===== src/rtl/core/pwic_pkg.sv =====
// ----------------------------------------------------------------------------
// PID controller package
// Shared constants, widths and register indexes for the windowed-integral
// PID controller.
// ----------------------------------------------------------------------------
`default_nettype none

package pwic_pkg;

  localparam int GAIN_FRAC_BITS = 12;
  localparam int SUM_WIDTH      = 24;

  localparam int SAMPLE_W = 16;
  localparam int GAIN_W   = 16;
  localparam int WINDOW_W = 16;
  localparam int LIMIT_W  = 7;
  localparam int ERR_W    = SAMPLE_W + 1;
  localparam int DERIV_W  = ERR_W + 1;
  localparam int DRIVE_W  = 8;

  localparam int PROD_P_W = GAIN_W + ERR_W;
  localparam int PROD_I_W = GAIN_W + SUM_WIDTH;
  localparam int PROD_D_W = GAIN_W + DERIV_W;
  localparam int ACC_W    = PROD_I_W + 2;
  localparam int QUOT_W   = ACC_W - GAIN_FRAC_BITS;

  localparam int CFG_DATA_W  = 16;
  localparam int CFG_INDEX_W = 3;

  localparam logic signed [SAMPLE_W-1:0] SETPOINT_RST = 16'sd0;
  localparam logic signed [GAIN_W-1:0]   GAIN_P_RST   = 16'sd1638;
  localparam logic signed [GAIN_W-1:0]   GAIN_I_RST   = 16'sd0;
  localparam logic signed [GAIN_W-1:0]   GAIN_D_RST   = 16'sd4096;
  localparam logic [WINDOW_W-1:0]        WINDOW_RST   = 16'd50;
  localparam logic [LIMIT_W-1:0]         LIMIT_RST    = 7'd127;

  typedef enum logic [CFG_INDEX_W-1:0] {
    REG_SETPOINT = 3'd0,
    REG_GAIN_P   = 3'd1,
    REG_GAIN_I   = 3'd2,
    REG_GAIN_D   = 3'd3,
    REG_WINDOW   = 3'd4,
    REG_LIMIT    = 3'd5
  } cfg_reg_t;

endpackage

`default_nettype wire


===== src/rtl/core/pwic_if.sv =====
// ----------------------------------------------------------------------------
// PID controller channels
// Valid/ready channels for sensor samples and drive commands.
// ----------------------------------------------------------------------------
`default_nettype none

interface pwic_sample_if;
  logic                                   valid;
  logic                                   ready;
  logic signed [pwic_pkg::SAMPLE_W-1:0]   sample;
  logic                                   run;

  modport source (output valid, output sample, output run, input ready);
  modport sink   (input valid, input sample, input run, output ready);
endinterface

interface pwic_command_if;
  logic                                   valid;
  logic                                   ready;
  logic signed [pwic_pkg::DRIVE_W-1:0]    drive;
  logic signed [pwic_pkg::ERR_W-1:0]      error_out;
  logic                                   clamped;

  modport source (output valid, output drive, output error_out, output clamped, input ready);
  modport sink   (input valid, input drive, input error_out, input clamped, output ready);
endinterface

`default_nettype wire


===== src/rtl/core/pid_windowed_integral_controller.sv =====
// ----------------------------------------------------------------------------
// PID controller with integral window and output clamp
// A command transaction is offered once its sample transaction has passed the error
// and integral register, then the result register; a command-side stall can hold it.
// Throughput: one transaction per cycle; the input stalls only while both
// registers are full and the command side is not ready.
// Reset: synchronous, clears both stage valid flags, the integral and previous error and
// loads the default setpoint, gains, window and drive limit.
// ----------------------------------------------------------------------------
`default_nettype none

module pid_windowed_integral_controller (
  input  wire logic                                  clk,
  input  wire logic                                  rst,
  input  wire logic                                  wr_en,
  input  wire logic [pwic_pkg::CFG_INDEX_W-1:0]      wr_index,
  input  wire logic [pwic_pkg::CFG_DATA_W-1:0]       wr_data,
  pwic_sample_if.sink                                sensor,
  pwic_command_if.source                             command
);

  localparam int SW = pwic_pkg::SUM_WIDTH;
  localparam int F  = pwic_pkg::GAIN_FRAC_BITS;

  logic signed [pwic_pkg::SAMPLE_W-1:0] setpoint;
  logic signed [pwic_pkg::GAIN_W-1:0]   gain_p;
  logic signed [pwic_pkg::GAIN_W-1:0]   gain_i;
  logic signed [pwic_pkg::GAIN_W-1:0]   gain_d;
  logic [pwic_pkg::WINDOW_W-1:0]        integral_window;
  logic [pwic_pkg::LIMIT_W-1:0]         drive_limit;

  logic signed [pwic_pkg::ERR_W-1:0]    previous_error;
  logic signed [SW-1:0]                 error_sum;
  logic signed [pwic_pkg::ERR_W-1:0]    previous_error_next;
  logic signed [SW-1:0]                 error_sum_next;

  logic                                 v1;
  logic                                 rdy1, rdy2;
  logic signed [pwic_pkg::ERR_W-1:0]    s1_err;
  logic signed [SW-1:0]                 s1_sum;
  logic signed [pwic_pkg::DERIV_W-1:0]  s1_deriv;

  logic                                 in_accept;
  logic signed [pwic_pkg::ERR_W-1:0]    err_c;
  logic [pwic_pkg::ERR_W-1:0]           mag_c;
  logic                                 integrate;
  logic signed [SW:0]                   sum_add;
  logic signed [SW-1:0]                 sum_sat;
  logic signed [pwic_pkg::DERIV_W-1:0]  deriv_c;

  logic signed [pwic_pkg::PROD_P_W-1:0] prod_p;
  logic signed [pwic_pkg::PROD_I_W-1:0] prod_i;
  logic signed [pwic_pkg::PROD_D_W-1:0] prod_d;
  logic signed [pwic_pkg::ACC_W-1:0]    acc;
  logic signed [pwic_pkg::ACC_W-1:0]    acc_biased;
  logic signed [pwic_pkg::QUOT_W-1:0]   quot;
  logic signed [pwic_pkg::QUOT_W-1:0]   lim_pos;
  logic signed [pwic_pkg::QUOT_W-1:0]   lim_neg;
  logic signed [pwic_pkg::DRIVE_W-1:0]  drive_c;
  logic                                 clamped_c;

  // Configuration registers.
  always_ff @(posedge clk) begin
    if (rst) begin
      setpoint        <= pwic_pkg::SETPOINT_RST;
      gain_p          <= pwic_pkg::GAIN_P_RST;
      gain_i          <= pwic_pkg::GAIN_I_RST;
      gain_d          <= pwic_pkg::GAIN_D_RST;
      integral_window <= pwic_pkg::WINDOW_RST;
      drive_limit     <= pwic_pkg::LIMIT_RST;
    end else if (wr_en) begin
      unique case (pwic_pkg::cfg_reg_t'(wr_index))
        pwic_pkg::REG_SETPOINT: setpoint        <= wr_data;
        pwic_pkg::REG_GAIN_P:   gain_p          <= wr_data;
        pwic_pkg::REG_GAIN_I:   gain_i          <= wr_data;
        pwic_pkg::REG_GAIN_D:   gain_d          <= wr_data;
        pwic_pkg::REG_WINDOW:   integral_window <= wr_data;
        pwic_pkg::REG_LIMIT:    drive_limit     <= wr_data[pwic_pkg::LIMIT_W-1:0];
        default: ;
      endcase
    end
  end

  // Handshake chain.
  assign rdy2          = !command.valid || command.ready;
  assign rdy1          = !v1 || rdy2;
  assign sensor.ready  = rdy1;
  assign in_accept     = sensor.valid && rdy1;

  // Stage 1: error, windowed integral and derivative.
  always_comb begin
    err_c     = pwic_pkg::ERR_W'(sensor.sample) - pwic_pkg::ERR_W'(setpoint);
    mag_c     = err_c[pwic_pkg::ERR_W-1] ? pwic_pkg::ERR_W'(-err_c) : pwic_pkg::ERR_W'(err_c);
    integrate = (gain_i != '0) && (mag_c < {1'b0, integral_window});
    sum_add   = (SW+1)'(error_sum) + (SW+1)'(err_c);
    if (sum_add[SW] != sum_add[SW-1]) begin
      sum_sat = {sum_add[SW], {(SW-1){~sum_add[SW]}}};
    end else begin
      sum_sat = sum_add[SW-1:0];
    end
    deriv_c = pwic_pkg::DERIV_W'(err_c) - pwic_pkg::DERIV_W'(previous_error);
    if (!sensor.run) begin
      previous_error_next = '0;
      error_sum_next      = '0;
    end else begin
      previous_error_next = err_c;
      error_sum_next      = integrate ? sum_sat : '0;
    end
  end

  always_ff @(posedge clk) begin
    if (rst) begin
      previous_error <= '0;
      error_sum      <= '0;
    end else if (in_accept) begin
      previous_error <= previous_error_next;
      error_sum      <= error_sum_next;
    end
  end

  always_ff @(posedge clk) begin
    if (rst) begin
      v1 <= 1'b0;
    end else if (rdy1) begin
      v1 <= sensor.valid;
    end
  end

  always_ff @(posedge clk) begin
    if (in_accept) begin
      s1_err   <= previous_error_next;
      s1_sum   <= error_sum_next;
      s1_deriv <= sensor.run ? deriv_c : '0;
    end
  end

  // Stage 2: gain products, sum, divide with truncation toward zero, clamp.
  always_comb begin
    prod_p     = pwic_pkg::PROD_P_W'(gain_p) * pwic_pkg::PROD_P_W'(s1_err);
    prod_i     = pwic_pkg::PROD_I_W'(gain_i) * pwic_pkg::PROD_I_W'(s1_sum);
    prod_d     = pwic_pkg::PROD_D_W'(gain_d) * pwic_pkg::PROD_D_W'(s1_deriv);
    acc        = pwic_pkg::ACC_W'(prod_p) + pwic_pkg::ACC_W'(prod_i)
               + pwic_pkg::ACC_W'(prod_d);
    acc_biased = acc;
    if (acc[pwic_pkg::ACC_W-1]) begin
      acc_biased = acc + pwic_pkg::ACC_W'((1 << F) - 1);
    end
    quot    = signed'(acc_biased[pwic_pkg::ACC_W-1:F]);
    lim_pos = signed'(pwic_pkg::QUOT_W'({1'b0, drive_limit}));
    lim_neg = -lim_pos;
    priority if (quot > lim_pos) begin
      drive_c   = pwic_pkg::DRIVE_W'(lim_pos);
      clamped_c = 1'b1;
    end else if (quot < lim_neg) begin
      drive_c   = pwic_pkg::DRIVE_W'(lim_neg);
      clamped_c = 1'b1;
    end else begin
      drive_c   = pwic_pkg::DRIVE_W'(quot);
      clamped_c = 1'b0;
    end
  end

  always_ff @(posedge clk) begin
    if (rst) begin
      command.valid <= 1'b0;
    end else if (rdy2) begin
      command.valid <= v1;
    end
  end

  always_ff @(posedge clk) begin
    if (rdy2 && v1) begin
      command.drive     <= drive_c;
      command.error_out <= s1_err;
      command.clamped   <= clamped_c;
    end
  end

  // A stopped transaction clears the loop history.
  assert property (@(posedge clk) disable iff (rst)
    in_accept && !sensor.run |=> previous_error == '0 && error_sum == '0)
    else $error("history not cleared after a stopped transaction");

  // With no integral gain the integral stays cleared.
  assert property (@(posedge clk) disable iff (rst)
    in_accept && gain_i == '0 |=> error_sum == '0)
    else $error("integral accumulated with zero integral gain");

  // An accepted transaction always lands in the first stage.
  assert property (@(posedge clk) disable iff (rst)
    in_accept |=> v1)
    else $error("accepted transaction lost at the first stage");

  // A stalled first stage holds its transaction.
  assert property (@(posedge clk) disable iff (rst)
    v1 && !rdy2 |=> v1 && $stable(s1_err) && $stable(s1_sum) && $stable(s1_deriv))
    else $error("stalled first stage changed");

  // A stalled command transaction holds its payload.
  assert property (@(posedge clk) disable iff (rst)
    command.valid && !command.ready |=> command.valid && $stable(command.drive)
      && $stable(command.error_out) && $stable(command.clamped))
    else $error("stalled command transaction changed");

endmodule

`default_nettype wire

===== src/flat_wrapper.sv =====
// flat-port wrapper written by rule: the top's interface ports become plain ports
module pid_windowed_integral_controller_flat 
  (clk, rst, wr_en, wr_index, wr_data, sensor_valid, sensor_sample, sensor_run, sensor_ready, command_valid, command_drive, command_error_out, command_clamped, command_ready);
  pwic_sample_if sensor_i ();
  pwic_command_if command_i ();
  input  wire logic clk;
  input  wire logic rst;
  input  wire logic wr_en;
  input  wire logic [pwic_pkg::CFG_INDEX_W-1:0] wr_index;
  input  wire logic [pwic_pkg::CFG_DATA_W-1:0] wr_data;
  input wire logic [$bits(sensor_i.valid)-1:0] sensor_valid;
  input wire logic [$bits(sensor_i.sample)-1:0] sensor_sample;
  input wire logic [$bits(sensor_i.run)-1:0] sensor_run;
  output wire logic [$bits(sensor_i.ready)-1:0] sensor_ready;
  output wire logic [$bits(command_i.valid)-1:0] command_valid;
  output wire logic [$bits(command_i.drive)-1:0] command_drive;
  output wire logic [$bits(command_i.error_out)-1:0] command_error_out;
  output wire logic [$bits(command_i.clamped)-1:0] command_clamped;
  input wire logic [$bits(command_i.ready)-1:0] command_ready;
  assign sensor_i.valid = sensor_valid;
  assign sensor_i.sample = sensor_sample;
  assign sensor_i.run = sensor_run;
  assign sensor_ready = sensor_i.ready;
  assign command_valid = command_i.valid;
  assign command_drive = command_i.drive;
  assign command_error_out = command_i.error_out;
  assign command_clamped = command_i.clamped;
  assign command_i.ready = command_ready;
  pid_windowed_integral_controller u_core (.clk(clk), .rst(rst), .wr_en(wr_en), .wr_index(wr_index), .wr_data(wr_data), .sensor(sensor_i), .command(command_i));
endmodule

===== config.mk =====
export PLATFORM = sky130hd
export DESIGN_NAME = pid_windowed_integral_controller_flat
export DESIGN_NICKNAME = d
export VERILOG_FILES = /design/src/rtl/core/pwic_pkg.sv /design/src/rtl/core/pwic_if.sv /design/src/rtl/core/pid_windowed_integral_controller.sv /design/src/flat_wrapper.sv
export SDC_FILE = /design/constraint.sdc
export NUM_CORES = 2
export LEC_CHECK = 0
export BUFFER_PORTS_ARGS = -buffer_cell sky130_fd_sc_hd__buf_2
export CAP_MARGIN = 20
export CORE_AREA = 3 3 272 542
export CTS_BUF_LIST = sky130_fd_sc_hd__clkbuf_2 sky130_fd_sc_hd__clkbuf_4 sky130_fd_sc_hd__clkbuf_8
export CTS_CLUSTER_DIAMETER = 40
export DETAILED_ROUTE_END_ITERATION = 10
export DIE_AREA = 0 0 275 545
export GPL_ROUTABILITY_DRIVEN = 0
export PLACE_DENSITY = 0.48
export SLEW_MARGIN = 10
export SYNTH_ARGS = -nofsm -noshare
export SYNTH_HDL_FRONTEND = slang
export SYNTH_SLANG_ARGS = --single-unit

===== constraint.sdc =====
create_clock -name clk -period 11.8 [get_ports clk]
set_clock_uncertainty 0.2 [all_clocks]
set_input_delay 2.95 -clock clk [delete_from_list [all_inputs] [get_ports clk]]
set_output_delay 2.95 -clock clk [all_outputs]
set_load 0.01 [all_outputs]

==> flow_summary.json <==
{
  "critPathRequiredTime_ns": 11.96,
  "cpPeakStageDelay_ns": 0.65,
  "dieHeight_um": 545,
  "rr_worst_depth": 34,
  "drv_slew": 0,
  "synth_cell_types": 106,
  "critPathKind": "flip-flop to flip-flop",
  "max_cap_violations": 0,
  "grt_antenna_before_repair": 2,
  "drive_gt1_share_pct": 13.1,
  "hold_viol": 0,
  "fin_cells": 7705,
  "status": "finished clean",
  "synthCells": 5390,
  "placed_area_mm2": 0.0564,
  "finalSetupViolCount": 0,
  "grt_max_degree": 60,
  "cts_root_buf": "clkbuf_8",
  "use_met1_pct": 22.4,
  "synth.most_common_cell": "inv_1",
  "crit-reg2reg-launch": "u_core.s1_deriv[2]$_SDFFCE_PN0P_",
  "post_drt_wl_per_cell_um": 21.1,
  "startpoint": "u_core.s1_deriv[2]$_SDFFCE_PN0P_",
  "fin_crit_ns": 11.51,
  "fin_util_pct": 40.3,
  "num_vias": 37400,
  "netlist_top_cells_area": "fa_1 (45%), inv_1 (9.5%), ha_1 (8.1%), and2_1 (6.7%), dfxtp_1 (5.2%)",
  "firstDrtPassIters": 5,
  "clk_latency_ns": 0.68,
  "dp_hpwl_mm": 145,
  "yosysTopAreaCellShare_pct": 44.9,
  "avgSynthCellArea_um2": 9.32,
  "grt_pass1_wl_mm": 251,
  "r2r-end": "u_core.command.drive[2]$_DFFE_PP_",
  "rsz0062_at_grt": "yes",
  "ant_nets": 0,
  "synth_area_mm2": 0.0502,
  "ys.warnings.count": 0,
  "ctsHoldBuffers": 0,
  "min_period_over_period_pct": 97.5,
  "hold_end": "u_core.integral_window[3]$_SDFFE_PP0P_",
  "synth_area_leader_cell": "fa_1",
  "num_io_pins": 69,
  "via_per_inst": 4.85,
  "hold_class": "flip-flop to flip-flop",
  "synthArstFlopShare_pct": 0,
  "cp_top_family": "adder cells",
  "cts_sinks": 215,
  "clk_pin_slew_ns": 0.06,
  "synth_flop_cell": "dfxtp_1",
  "start_util_pct": 34.9,
  "ys_seq_elements": 215,
  "seq_area_frac_synth_pct": 10.3,
  "fillCellCount": 14600,
  "layout.nets": 7275,
  "critPathArrivalTime_ns": 11.67,
  "cts_made_buffers": 41,
  "critPathCaptureType": "flip-flop",
  "drt_iter0_markers": 1430,
  "hold_depth": 2,
  "synth_edf_count": 85,
  "cp_max_fo": 9,
  "die_w_um": 275,
  "design_area_mm2": 0.0580,
  "dpl.cell_count": 7591,
  "die_area_mm2": 0.150,
  "cp-start-kind": "flip-flop",
  "worst_slack_ns": 0.291,
  "syn2layout_area_growth_pct": 15.5,
  "core_area_mm2": 0.144,
  "port_buffers": 68,
  "max_freq_mhz": 86.9,
  "synth_nets": 6883,
  "rows": 197,
  "crit_top_cell": "fa_1",
  "cts_buffer_depth": 3,
  "use_met2_pct": 45.9,
  "grt_pass1_vias": 42500,
  "min_from": "u_core.integral_window[3]$_SDFFE_PP0P_",
  "htree_levels": 2,
  "grt.total_usage_pct": 22.4,
  "pre_cts_ws_ns": -0.0239,
  "maxSlewHeadroom_pct": 21.6,
  "wl_mm": 163,
  "worst_slew_pin_slew_ns": 1.16,
  "critPathBufInv": 5,
  "drc": 0,
  "r2r_setup_slack_ns": 0.29,
  "overflow": 0,
  "use_met3_pct": 1.67,
  "cts_tree": "built",
  "critPathSlowestCell": "fa_1",
  "synthTopCellsByCount": "inv_1 (1267), fa_1 (1125), nand2_1 (686)",
  "globalRoute.busiestLayer": "met2"
}
[timing repair]
item | 4_1_cts | 5_1_grt
setup buffers | 0 | 38
gates cloned | 0 | 1
endpoints found under the setup margin | 8 | 9
pin swaps | 0 | 46
resized for setup | 10 | 87
[flip-flops by register name (all words and copies together) (netlist names)]
| name | flops |
|---|---|
| u_core.s1_sum | 24 |
| u_core.command.error_out | 17 |
| u_core.error_sum | 24 |
| u_core.command.clamped | 1 |
| u_core.setpoint | 16 |
| u_core.previous_error | 17 |
| u_core.s1_err | 17 |
| u_core.integral_window | 16 |
| u_core.gain_d | 16 |
| u_core.command.valid | 1 |
| u_core.gain_i | 16 |
| u_core.command.drive | 8 |
| u_core.drive_limit | 7 |
| u_core.v1 | 1 |
| u_core.s1_deriv | 18 |
| u_core.gain_p | 16 |
[cell type report]
class	instances	area (um2)	area share, %
diodes	1	2.50	0.00431
clock buffers	58	723	1.25
clock inverters	17	191	0.330
inverters	1268	4760	8.21
multi-input cells	3695	39900	68.7
flip-flops and latches	215	5170	8.91
well taps	1890	2360	4.08
repair buffers	561	4930	8.50
[logic make-up (layout without fill, tap and decap cells)]
logic type	count (synthesis)	count (layout)	share of synthesized area, %
buffers and inverters	1480	1904	11.1
adder cells (fa/ha/maj)	1452	1452	53.0
AO/OA/AOI/OAI	497	497	6.68
XOR/XNOR	107	107	1.96
multiplexers	19	19	0.389
other	0	1	0
flip-flops	215	215	10.3
AND/OR/NAND/NOR	1620	1620	16.6
[layer usage]
metal,share of wire [%],vias up
met4,5.4,0
met2,58,658
li1,-,17000
met5,0,-
met3,2.4,308
met1,34,19400
[per-stage QoR]
step	setup TNS [ns]	hold slack (ns)
global route	-0.115	0.274
CTS	0	0.256
detailed placement	-0.0239	0.246
finish	0	0.255
floorplan	0	0.234
global placement	0	0.241
[worst max-delay path by stage]
stage / to / cells after the start
after floorplan: u_core.command.drive[2]$_DFFE_PP_ / 38
after global placement: u_core.command.drive[2]$_DFFE_PP_ / 40
after detailed placement: u_core.command.drive[2]$_DFFE_PP_ / 40
after CTS: u_core.command.drive[2]$_DFFE_PP_ / 38
after global routing: u_core.command.drive[2]$_DFFE_PP_ / 38
final: u_core.command.drive[2]$_DFFE_PP_ / 34
[placed cells by master (no fill, tap or decap), types with 10 or more instances in the layout]
master	instances
and4_1	11
a21oi_1	157
mux2i_1	18
o21ai_1	13
nand2_1	683
nand3_1	33
nand2b_1	43
o21ai_0	66
buf_4	419
xnor2_1	77
clkbuf_4	12
ha_1	320
fa_1	1099
o21a_1	26
xor2_1	23
dfxtp_1	122
nor2b_1	50
inv_1	1261
nor3b_1	10
edfxtp_1	85
and2_1	534
nor4_1	14
clkbuf_8	46
o31ai_1	10
a21boi_0	14
and3_1	25
or3_1	19
nand3b_1	13
a211oi_1	18
a21oi_2	10
a32o_1	24
a21o_1	34
buf_2	69
buf_12	65
nand4_1	18
fa_2	26
nor3_1	22
nor2_1	89
o211ai_1	13
[worst register-to-register path, delay by kind of cell, from the launching register on]
| family | cells | cell delay, ns |
|---|---|---|
| AO/OA/AOI/OAI | 9 | 1.90 |
| XOR/XNOR | 1 | 0.20 |
| AND/OR/NAND/NOR | 8 | 2.74 |
| buffers and inverters | 5 | 0.35 |
| adder cells (fa/ha/maj) | 11 | 5.19 |
| flip-flops | 1 | 0.62 |
Power is left out: the tool's default activity adds up to more than one toggle a clock period on the data nets, which glitch-free logic cannot reach.
